**src/design/zero_sum_subarray_finder_assert.svh**
```systemverilog
// Assertion macros for the zero-sum subarray finder; empty when SYNTH is defined.
`ifndef ZERO_SUM_SUBARRAY_FINDER_ASSERT_SVH
`define ZERO_SUM_SUBARRAY_FINDER_ASSERT_SVH

`ifndef SYNTH
`define ZSSF_ASSERT_IMP(lbl, ante, cons) \
  lbl: assert property (@(posedge clk) disable iff (!rst_n) (ante) |-> (cons)) \
    else $error("assertion failed");
`define ZSSF_ASSERT_NXT(lbl, ante, cons) \
  lbl: assert property (@(posedge clk) disable iff (!rst_n) (ante) |=> (cons)) \
    else $error("assertion failed");
`else
`define ZSSF_ASSERT_IMP(lbl, ante, cons)
`define ZSSF_ASSERT_NXT(lbl, ante, cons)
`endif

`endif

```
**src/design/zssf_pkg.sv**
```systemverilog
// Shared types and constants of the zero-sum subarray finder.
package zssf_pkg;

  localparam int OUT_IDX_W = 6;

  typedef struct packed {
    logic [OUT_IDX_W-1:0] start_index;
    logic [OUT_IDX_W-1:0] end_index;
    logic                 last_of_run;
    logic                 full_res;
  } res_t;

  typedef enum logic [2:0] {
    ST_IDLE = 3'b001,
    ST_SCAN = 3'b010,
    ST_DONE = 3'b100
  } state_t;

endpackage

```
**src/design/zssf_if.sv**
```systemverilog
// Valid/ready channel interfaces for element items and result items.
interface zssf_in_if #(
  parameter int ELEMENT_WIDTH = 16
);
  logic                            valid;
  logic                            ready;
  logic                            first_of_array;
  logic signed [ELEMENT_WIDTH-1:0] element;

  modport source (output valid, output first_of_array, output element, input ready);
  modport sink   (input valid, input first_of_array, input element, output ready);
endinterface

interface zssf_out_if;
  logic                           valid;
  logic                           ready;
  logic [zssf_pkg::OUT_IDX_W-1:0] start_index;
  logic [zssf_pkg::OUT_IDX_W-1:0] end_index;
  logic                           last_of_run;
  logic                           full_res;

  modport source (output valid, output start_index, output end_index,
                  output last_of_run, output full_res, input ready);
  modport sink   (input valid, input start_index, input end_index,
                  input last_of_run, input full_res, output ready);
endinterface

```
**src/design/zssf_ram.sv**
```systemverilog
// Generic single-write, single-read RAM with registered, enabled read.
module zssf_ram #(
  parameter int WIDTH = 22,
  parameter int DEPTH = 64
) (
  input  logic                     clk,
  input  logic                     wr_en,
  input  logic [$clog2(DEPTH)-1:0] wr_addr,
  input  logic [WIDTH-1:0]         wr_data,
  input  logic                     rd_en,
  input  logic [$clog2(DEPTH)-1:0] rd_addr,
  output logic [WIDTH-1:0]         rd_data
);

  logic [WIDTH-1:0] mem [DEPTH];
  logic [WIDTH-1:0] rd_data_r;

  always_ff @(posedge clk) begin
    if (wr_en) begin
      mem[wr_addr] <= wr_data;
    end
    if (rd_en) begin
      rd_data_r <= mem[rd_addr];
    end
  end

  assign rd_data = rd_data_r;

endmodule

```
**src/design/zssf_outreg.sv**
```systemverilog
// Result output register: holds one result item until the sink takes it.
module zssf_outreg (
  input  logic          clk,
  input  logic          rst_n,
  input  logic          push,
  input  zssf_pkg::res_t res,
  output logic          out_free,
  output logic          out_valid,
  input  logic          out_ready,
  output zssf_pkg::res_t out_res
);

  logic           out_valid_r;
  logic           out_valid_nxt;
  zssf_pkg::res_t out_res_r;

  assign out_free = !out_valid_r || out_ready;

  always_comb begin
    out_valid_nxt = out_valid_r;
    if (push) begin
      out_valid_nxt = 1'b1;
    end else if (out_ready) begin
      out_valid_nxt = 1'b0;
    end
  end

  always_ff @(posedge clk) begin
    if (!rst_n) begin
      out_valid_r <= 1'b0;
    end else begin
      out_valid_r <= out_valid_nxt;
    end
  end

  always_ff @(posedge clk) begin
    if (push) begin
      out_res_r <= res;
    end
  end

  assign out_valid = out_valid_r;
  assign out_res   = out_res_r;

endmodule

```
**src/design/zssf_ctrl.sv**
```systemverilog
// Sequencer: prefix sum, store update, prefix scan at one compare per unstalled cycle.
module zssf_ctrl #(
  parameter int MAX_ELEMENTS  = 64,
  parameter int ELEMENT_WIDTH = 16,
  parameter int SUM_W         = ELEMENT_WIDTH + $clog2(MAX_ELEMENTS),
  parameter int AW            = $clog2(MAX_ELEMENTS)
) (
  input  logic                            clk,
  input  logic                            rst_n,
  input  logic                            in_valid,
  output logic                            in_ready,
  input  logic                            in_first,
  input  logic signed [ELEMENT_WIDTH-1:0] in_elem,
  output logic                            wr_en,
  output logic [AW-1:0]                   wr_addr,
  output logic [SUM_W-1:0]                wr_data,
  output logic                            rd_en,
  output logic [AW-1:0]                   rd_addr,
  input  logic [SUM_W-1:0]                rd_data,
  output logic                            push,
  output zssf_pkg::res_t                  res,
  input  logic                            out_free
);

  localparam int CNT_W = $clog2(MAX_ELEMENTS + 1);

  zssf_pkg::state_t   state_r, state_nxt;
  logic signed [SUM_W-1:0] running_r, running_nxt;
  logic [CNT_W-1:0]   count_r, count_nxt;
  logic [SUM_W-1:0]   sum_r, sum_nxt;
  logic [AW-1:0]      pos_r, pos_nxt;
  logic [AW-1:0]      addr_r, addr_nxt;
  logic [AW-1:0]      cmp_idx_r, cmp_idx_nxt;
  logic               data_v_r, data_v_nxt;
  logic               pend_v_r, pend_v_nxt;
  logic [AW-1:0]      pend_start_r, pend_start_nxt;
  logic               pend_full_r, pend_full_nxt;

  logic signed [SUM_W-1:0] base;
  logic signed [SUM_W-1:0] sum_add;
  logic [AW-1:0]      pos_in;
  logic               match;
  logic               stall;

  assign base    = in_first ? '0 : running_r;
  assign sum_add = base + SUM_W'(in_elem);
  assign pos_in  = in_first ? '0 : count_r[AW-1:0];
  assign match   = data_v_r && (rd_data == sum_r);
  // a new match needs the pending result to leave first
  assign stall   = match && pend_v_r && !out_free;

  assign rd_addr = addr_r;
  assign wr_addr = pos_in;
  assign wr_data = sum_add;

  always_comb begin
    state_nxt      = state_r;
    running_nxt    = running_r;
    count_nxt      = count_r;
    sum_nxt        = sum_r;
    pos_nxt        = pos_r;
    addr_nxt       = addr_r;
    cmp_idx_nxt    = cmp_idx_r;
    data_v_nxt     = data_v_r;
    pend_v_nxt     = pend_v_r;
    pend_start_nxt = pend_start_r;
    pend_full_nxt  = pend_full_r;
    in_ready       = 1'b0;
    wr_en          = 1'b0;
    rd_en          = 1'b0;
    push           = 1'b0;
    res            = '0;
    case (state_r)
      zssf_pkg::ST_IDLE: begin
        // no item is taken while reset is held
        in_ready = rst_n;
        if (in_valid && rst_n) begin
          if (!in_first && count_r == CNT_W'(MAX_ELEMENTS)) begin
            pend_v_nxt     = 1'b1;
            pend_full_nxt  = 1'b1;
            pend_start_nxt = '0;
            pos_nxt        = '0;
            state_nxt      = zssf_pkg::ST_DONE;
          end else begin
            wr_en          = 1'b1;
            running_nxt    = sum_add;
            count_nxt      = in_first ? CNT_W'(1) : CNT_W'(count_r + 1'b1);
            sum_nxt        = sum_add;
            pos_nxt        = pos_in;
            pend_v_nxt     = (sum_add == '0);
            pend_start_nxt = '0;
            pend_full_nxt  = 1'b0;
            addr_nxt       = '0;
            data_v_nxt     = 1'b0;
            state_nxt      = zssf_pkg::ST_SCAN;
          end
        end
      end
      zssf_pkg::ST_SCAN: begin
        if (!stall) begin
          if (match) begin
            if (pend_v_r) begin
              push              = 1'b1;
              res.start_index   = zssf_pkg::OUT_IDX_W'(pend_start_r);
              res.end_index     = zssf_pkg::OUT_IDX_W'(pos_r);
            end
            pend_v_nxt     = 1'b1;
            pend_start_nxt = AW'(cmp_idx_r + 1'b1);
          end
          rd_en      = (addr_r != pos_r);
          data_v_nxt = rd_en;
          if (rd_en) begin
            addr_nxt    = AW'(addr_r + 1'b1);
            cmp_idx_nxt = addr_r;
          end else begin
            state_nxt = zssf_pkg::ST_DONE;
          end
        end
      end
      zssf_pkg::ST_DONE: begin
        if (!pend_v_r) begin
          state_nxt = zssf_pkg::ST_IDLE;
        end else if (out_free) begin
          push            = 1'b1;
          res.start_index = zssf_pkg::OUT_IDX_W'(pend_start_r);
          res.end_index   = zssf_pkg::OUT_IDX_W'(pos_r);
          res.last_of_run = 1'b1;
          res.full_res    = pend_full_r;
          pend_v_nxt      = 1'b0;
          state_nxt       = zssf_pkg::ST_IDLE;
        end
      end
      default: begin
        state_nxt = zssf_pkg::ST_IDLE;
      end
    endcase
  end

  always_ff @(posedge clk) begin
    if (!rst_n) begin
      state_r   <= zssf_pkg::ST_IDLE;
      running_r <= '0;
      count_r   <= '0;
      data_v_r  <= 1'b0;
      pend_v_r  <= 1'b0;
    end else begin
      state_r   <= state_nxt;
      running_r <= running_nxt;
      count_r   <= count_nxt;
      data_v_r  <= data_v_nxt;
      pend_v_r  <= pend_v_nxt;
    end
  end

  always_ff @(posedge clk) begin
    sum_r        <= sum_nxt;
    pos_r        <= pos_nxt;
    addr_r       <= addr_nxt;
    cmp_idx_r    <= cmp_idx_nxt;
    pend_start_r <= pend_start_nxt;
    pend_full_r  <= pend_full_nxt;
  end

`include "zero_sum_subarray_finder_assert.svh"

  `ZSSF_ASSERT_IMP(a_push_when_free, push, out_free)
  `ZSSF_ASSERT_IMP(a_scan_addr_bound, state_r == zssf_pkg::ST_SCAN, addr_r <= pos_r)
  `ZSSF_ASSERT_NXT(a_last_ends_item, push && res.last_of_run, state_r == zssf_pkg::ST_IDLE)
  `ZSSF_ASSERT_IMP(a_count_bound, 1'b1, count_r <= CNT_W'(MAX_ELEMENTS))

endmodule

```
**src/design/zero_sum_subarray_finder.sv**
```systemverilog
// Zero-sum subarray finder: element items in, (start, end) index result items out.
// Each accepted element is added to a running prefix sum that is written to a prefix
// RAM at the element's position; the stored prefixes of the earlier positions are then
// read back one per cycle through the RAM's single read port, unless a stalled result
// holds the scan, and compared against the new sum; each match gives a result item. An
// element at position i occupies the block from its acceptance through the scan and a
// closing step, and longer while the result sink stalls; the input is not ready
// meanwhile. A zero prefix gives (0, i) first, the last item of an element carries
// last_of_run, and an element past capacity gives a single full_res item.
module zero_sum_subarray_finder #(
  parameter int MAX_ELEMENTS  = 64,
  parameter int ELEMENT_WIDTH = 16
) (
  input  logic           clk,
  input  logic           rst_n,
  zssf_in_if.sink        in_ch,
  zssf_out_if.source     out_ch
);

  localparam int SUM_W = ELEMENT_WIDTH + $clog2(MAX_ELEMENTS);
  localparam int AW    = $clog2(MAX_ELEMENTS);

  logic              wr_en;
  logic [AW-1:0]     wr_addr;
  logic [SUM_W-1:0]  wr_data;
  logic              rd_en;
  logic [AW-1:0]     rd_addr;
  logic [SUM_W-1:0]  rd_data;
  logic              push;
  logic              out_free;
  zssf_pkg::res_t    res;
  zssf_pkg::res_t    out_res;

  zssf_ctrl #(
    .MAX_ELEMENTS  (MAX_ELEMENTS),
    .ELEMENT_WIDTH (ELEMENT_WIDTH),
    .SUM_W         (SUM_W),
    .AW            (AW)
  ) u_ctrl (
    .clk      (clk),
    .rst_n    (rst_n),
    .in_valid (in_ch.valid),
    .in_ready (in_ch.ready),
    .in_first (in_ch.first_of_array),
    .in_elem  (in_ch.element),
    .wr_en    (wr_en),
    .wr_addr  (wr_addr),
    .wr_data  (wr_data),
    .rd_en    (rd_en),
    .rd_addr  (rd_addr),
    .rd_data  (rd_data),
    .push     (push),
    .res      (res),
    .out_free (out_free)
  );

  zssf_ram #(
    .WIDTH (SUM_W),
    .DEPTH (MAX_ELEMENTS)
  ) u_prefix_ram (
    .clk     (clk),
    .wr_en   (wr_en),
    .wr_addr (wr_addr),
    .wr_data (wr_data),
    .rd_en   (rd_en),
    .rd_addr (rd_addr),
    .rd_data (rd_data)
  );

  zssf_outreg u_outreg (
    .clk       (clk),
    .rst_n     (rst_n),
    .push      (push),
    .res       (res),
    .out_free  (out_free),
    .out_valid (out_ch.valid),
    .out_ready (out_ch.ready),
    .out_res   (out_res)
  );

  assign out_ch.start_index = out_res.start_index;
  assign out_ch.end_index   = out_res.end_index;
  assign out_ch.last_of_run = out_res.last_of_run;
  assign out_ch.full_res    = out_res.full_res;

endmodule
```
**src/flat_wrapper.sv**
```systemverilog
// flat-port wrapper written by rule: the top's interface ports become plain ports
module zero_sum_subarray_finder_flat 
#(
  parameter int MAX_ELEMENTS  = 64,
  parameter int ELEMENT_WIDTH = 16
)
  (clk, rst_n, in_ch_valid, in_ch_first_of_array, in_ch_element, in_ch_ready, out_ch_valid, out_ch_start_index, out_ch_end_index, out_ch_last_of_run, out_ch_full_res, out_ch_ready);
  zssf_in_if #(.ELEMENT_WIDTH(ELEMENT_WIDTH)) in_ch_i ();
  zssf_out_if out_ch_i ();
  input  logic clk;
  input  logic rst_n;
  input wire logic [$bits(in_ch_i.valid)-1:0] in_ch_valid;
  input wire logic [$bits(in_ch_i.first_of_array)-1:0] in_ch_first_of_array;
  input wire logic [$bits(in_ch_i.element)-1:0] in_ch_element;
  output wire logic [$bits(in_ch_i.ready)-1:0] in_ch_ready;
  output wire logic [$bits(out_ch_i.valid)-1:0] out_ch_valid;
  output wire logic [$bits(out_ch_i.start_index)-1:0] out_ch_start_index;
  output wire logic [$bits(out_ch_i.end_index)-1:0] out_ch_end_index;
  output wire logic [$bits(out_ch_i.last_of_run)-1:0] out_ch_last_of_run;
  output wire logic [$bits(out_ch_i.full_res)-1:0] out_ch_full_res;
  input wire logic [$bits(out_ch_i.ready)-1:0] out_ch_ready;
  assign in_ch_i.valid = in_ch_valid;
  assign in_ch_i.first_of_array = in_ch_first_of_array;
  assign in_ch_i.element = in_ch_element;
  assign in_ch_ready = in_ch_i.ready;
  assign out_ch_valid = out_ch_i.valid;
  assign out_ch_start_index = out_ch_i.start_index;
  assign out_ch_end_index = out_ch_i.end_index;
  assign out_ch_last_of_run = out_ch_i.last_of_run;
  assign out_ch_full_res = out_ch_i.full_res;
  assign out_ch_i.ready = out_ch_ready;
  zero_sum_subarray_finder #(.MAX_ELEMENTS(MAX_ELEMENTS), .ELEMENT_WIDTH(ELEMENT_WIDTH)) u_core (.clk(clk), .rst_n(rst_n), .in_ch(in_ch_i), .out_ch(out_ch_i));
endmodule
```
**config.mk**
```make
export PLATFORM = sky130hd
export DESIGN_NAME = zero_sum_subarray_finder_flat
export DESIGN_NICKNAME = d
export VERILOG_FILES = /design/src/design/zssf_pkg.sv /design/src/design/zssf_if.sv /design/src/design/zssf_ram.sv /design/src/design/zssf_outreg.sv /design/src/design/zssf_ctrl.sv /design/src/design/zero_sum_subarray_finder.sv /design/src/flat_wrapper.sv
export VERILOG_INCLUDE_DIRS = /design/src /design/src/design
export SDC_FILE = /design/constraint.sdc
export NUM_CORES = 2
export LEC_CHECK = 0
export BUFFER_PORTS_ARGS = -buffer_cell sky130_fd_sc_hd__buf_2
export CAP_MARGIN = 10
export CORE_ASPECT_RATIO = 2
export CORE_MARGIN = 2
export CORE_UTILIZATION = 62
export DETAILED_ROUTE_END_ITERATION = 16
export PLACE_DENSITY = 0.78
export SETUP_SLACK_MARGIN = 0.15
export SYNTH_ARGS = -nofsm -noshare
export SYNTH_HDL_FRONTEND = slang
export SYNTH_SLANG_ARGS = --single-unit
```
**constraint.sdc**
```tcl
create_clock -name clk -period 10.3 [get_ports clk]
set_clock_uncertainty 0.2 [all_clocks]
set_input_delay 1.545 -clock clk [delete_from_list [all_inputs] [get_ports clk]]
set_output_delay 1.545 -clock clk [all_outputs]
set_load 0.01 [all_outputs]
```
==> run summary <==
GR Overflow Total = 0
WP data required = 10.43 ns
Cells after synthesis = 2619
FP Rows = 160
RSZ-0062 raised after global routing = false
Synthesis-stage register bit count = 1526
Top cell by count, worst path = buf_4
Max FO, Critical Path = 53
Post-synth cell types = 60
Die width = 223 µm
Ys Warns = 0
Pwr dens = 204 nW/µm²
GP Congestion = 0.878
Setup tns final = 0 ns
Worst-path clk slew = 0.07 ns
Placed insts = 3829
TritonCTS buffer count = 113
Worst-Margin Slew = 1.25 ns
Resize count post-CTS = 0
H-Tree Depth = 3
Final hold vios = 0
Sink Count = 1526
Fin crit share = 52.8%
GR met3 Demand/Resource = 5.30%
Final Setup Violations = 0
GRT Util Overall = 29.9%
Bufs on Longest Clock Path = 3
CP endpoint kind = flop
Initial antenna violation count = 11
Clock Tree Root = clkbuf_16
Status = completed
Primary FF master, synth = edfxtp_1
CP peak stage delay = 1.19 ns
F_max = 0.184 GHz
Synth-to-layout area growth = 10.6%
VDD IR max = 0.161 mV
Layout cell share with drive strength beyond 1 = 31.1%
Met1 Resource Use GR = 36.1%
Commonest non-fill, non-tap cell in the layout = edfxtp_1
Gr busiest metal = met2
Syn avg cell area = 22.7 µm²
Max_slew headroom = 16.5%
Via-to-Cell Ratio = 7.01
Die ar. = 98500 µm²
1st-iter DRT viols = 3886
Vias in the first global route = 29200
Post-Syn Nets = 2666
Async SR Flop Fraction = 0%
Setup bufs post-CTS = 0
Final hold slack = 0.269 ns
Seq/Total Area, Yosys = 76.5%
CP top delay family = simple AND/OR/NAND/NOR gates
Fin crit period = 5.44 ns
Number of synthesized flops with an enable pin = 1491
Maxcap violations = 0
Setup crit start kind = input pin
DPL Wire Length = 78.1 mm
Worst path slowest cell = nor2_2
Final net count = 2783
Starting density of the core = 62.5%
DR vias = 28400
Antenna viol nets, final = 0
Setup CP Type = in2reg
Largest net degree at the start of global routing = 167
P_leak = 20.4 nW
Critical Path AT = 5.57 ns
CORE AREA = 95100 µm²
Highest-count cells in the layout ignoring fill and taps = edfxtp_1 (1491), mux4_2 (462), clkbuf_16 (116)
Worst Hold Class = reg2reg
CTS tree = done
Die height = 442 µm
# DRC = 0
Non-filler cells, final = 4049
Global-route wire length before repair = 207 mm
Number of buffers added on ports = 36
WL final = 143 mm
Power Total = 13.4 mW
Syn Std Cell Area = 59400 µm²
Drt pass-1 iters = 6
Final Slew Violations = 0
Worst-path cell chain = buf_2 > nor4b_1 > and3_1 > or3_1 > buf_4 > inv_2 > buf_4 > nand4_1 > nor2_2
CP bufs+invs = 4
Per-cell routed wire length = 35.4 µm
Met2 global-route usage = 50.3%
Clk Latency, worst-skew pair = 0.73 ns
Hold_buf cts = 0
I/O Pins = 37
## cell type report
type,count,area [µm²]
flip-flops and latches,1526,45500
fillers,5212,29400
multi-input cells,945,13700
clock buffers,128,2950
well taps,1215,1520
repair buffers,136,1030
clock inverters,80,915
inverters,14,52.6
diodes,5,12.5
## power breakdown
| group | switching [mW] | internal (mW) |
|---|---|---|
| registers | 0.0243 | 6.99 |
| logic | 1.03 | 0.703 |
| clock network | 2.13 | 2.52 |
| total | 3.18 | 10.2 |
## synth_stat cells (all sizes together) (2+ instances only)
master / number / area (µm²)
nor3b: 2 / 15.0
a31oi: 2 / 12.5
o21a: 4 / 30.0
xor2: 14 / 123
inv: 14 / 52.6
nor2b: 28 / 175
ha: 25 / 313
o211a: 3 / 30.0
or3: 7 / 48.8
nor3: 13 / 65.1
nand3: 13 / 65.1
a31o: 2 / 17.5
and3: 3 / 18.8
clkbuf: 81 / 304
o211ai: 3 / 22.5
or4: 3 / 22.5
a21oi: 23 / 119
a211oi: 5 / 42.5
or2: 4 / 25.0
mux4: 462 / 10400
o21bai: 4 / 30.0
nand2: 70 / 263
buf: 53 / 200
o21ai: 13 / 65.1
dfxtp: 35 / 701
xnor2: 43 / 377
a211o: 2 / 17.5
and2: 20 / 125
nor4: 4 / 31.3
nor2: 105 / 394
edfxtp: 1491 / 44800
nand4: 14 / 87.6
a21o: 6 / 45.0
a21boi: 22 / 165
nand2b: 8 / 50.1
## flip-flops by register name (all words and copies together) (netlist names)
name,flops
u_core.u_outreg.out_valid,1
u_core.u_ctrl.pend_v_r,1
u_core.u_ctrl.rd_addr,6
u_core.u_ctrl.sum_r,22
u_core.u_outreg.out_res,14
u_core.u_ctrl.cmp_idx_r,6
u_core.u_ctrl.state_r,3
u_core.u_prefix_ram.mem,1408
u_core.u_prefix_ram.rd_data,22
u_core.u_ctrl.pos_r,6
u_core.u_ctrl.running_r,22
u_core.u_ctrl.data_v_r,1
u_core.u_ctrl.pend_start_r,6
u_core.u_ctrl.count_r,7
u_core.u_ctrl.pend_full_r,1
## worst reg2reg max path: stages (launching register included)
cell	delay, ns
dfxtp_1	0.55
inv_1	0.19
ha_1	0.23
nor4b_1	0.14
and3_1	0.25
or3_1	0.37
buf_4	0.22
inv_2	0.07
buf_4	0.53
nand4_1	0.77
nor2_2	1.19
## cell families after synthesis
logic type | synth area share, %
AO/OA/AOI/OAI | 1.16
XOR/XNOR | 0.840
adder cells (fa/ha/maj) | 0.560
buffers and inverters | 0.937
flip-flops | 76.5
multiplexers | 17.5
AND/OR/NAND/NOR | 2.44
## final timing paths
kind,startpoint,endpoint,slack (ns),depth (start not counted)
setup / recovery,in_ch_first_of_array,u_core.u_prefix_ram.mem[21][15],4.86,9
hold reg to reg,u_core.u_ctrl.running_r[0],u_core.u_ctrl.running_r[0],0.27,2
hold / removal,u_core.u_ctrl.running_r[0],u_core.u_ctrl.running_r[0],0.27,2
setup reg to reg,u_core.u_ctrl.count_r[0],u_core.u_prefix_ram.mem[21][15],5.17,10
## stage by stage
step                      setup slack (ns)  util (%)  area (µm²)
final                                 4.86      69.1       65700
after CTS                             4.95      69.0       65600
after floorplan                       2.78         -       59400
after global placement                4.45      64.9       61700
after detailed placement              4.22      64.9       61700
after global routing                  4.71      69.1       65700
## metal layers
layer	up-vias	wire length (µm)
li1	11200	-
met1	14900	46900
met2	1865	74400
met3	389	12000
met4	12	9980
met5	-	89
(Power assumes the default switching activity.)
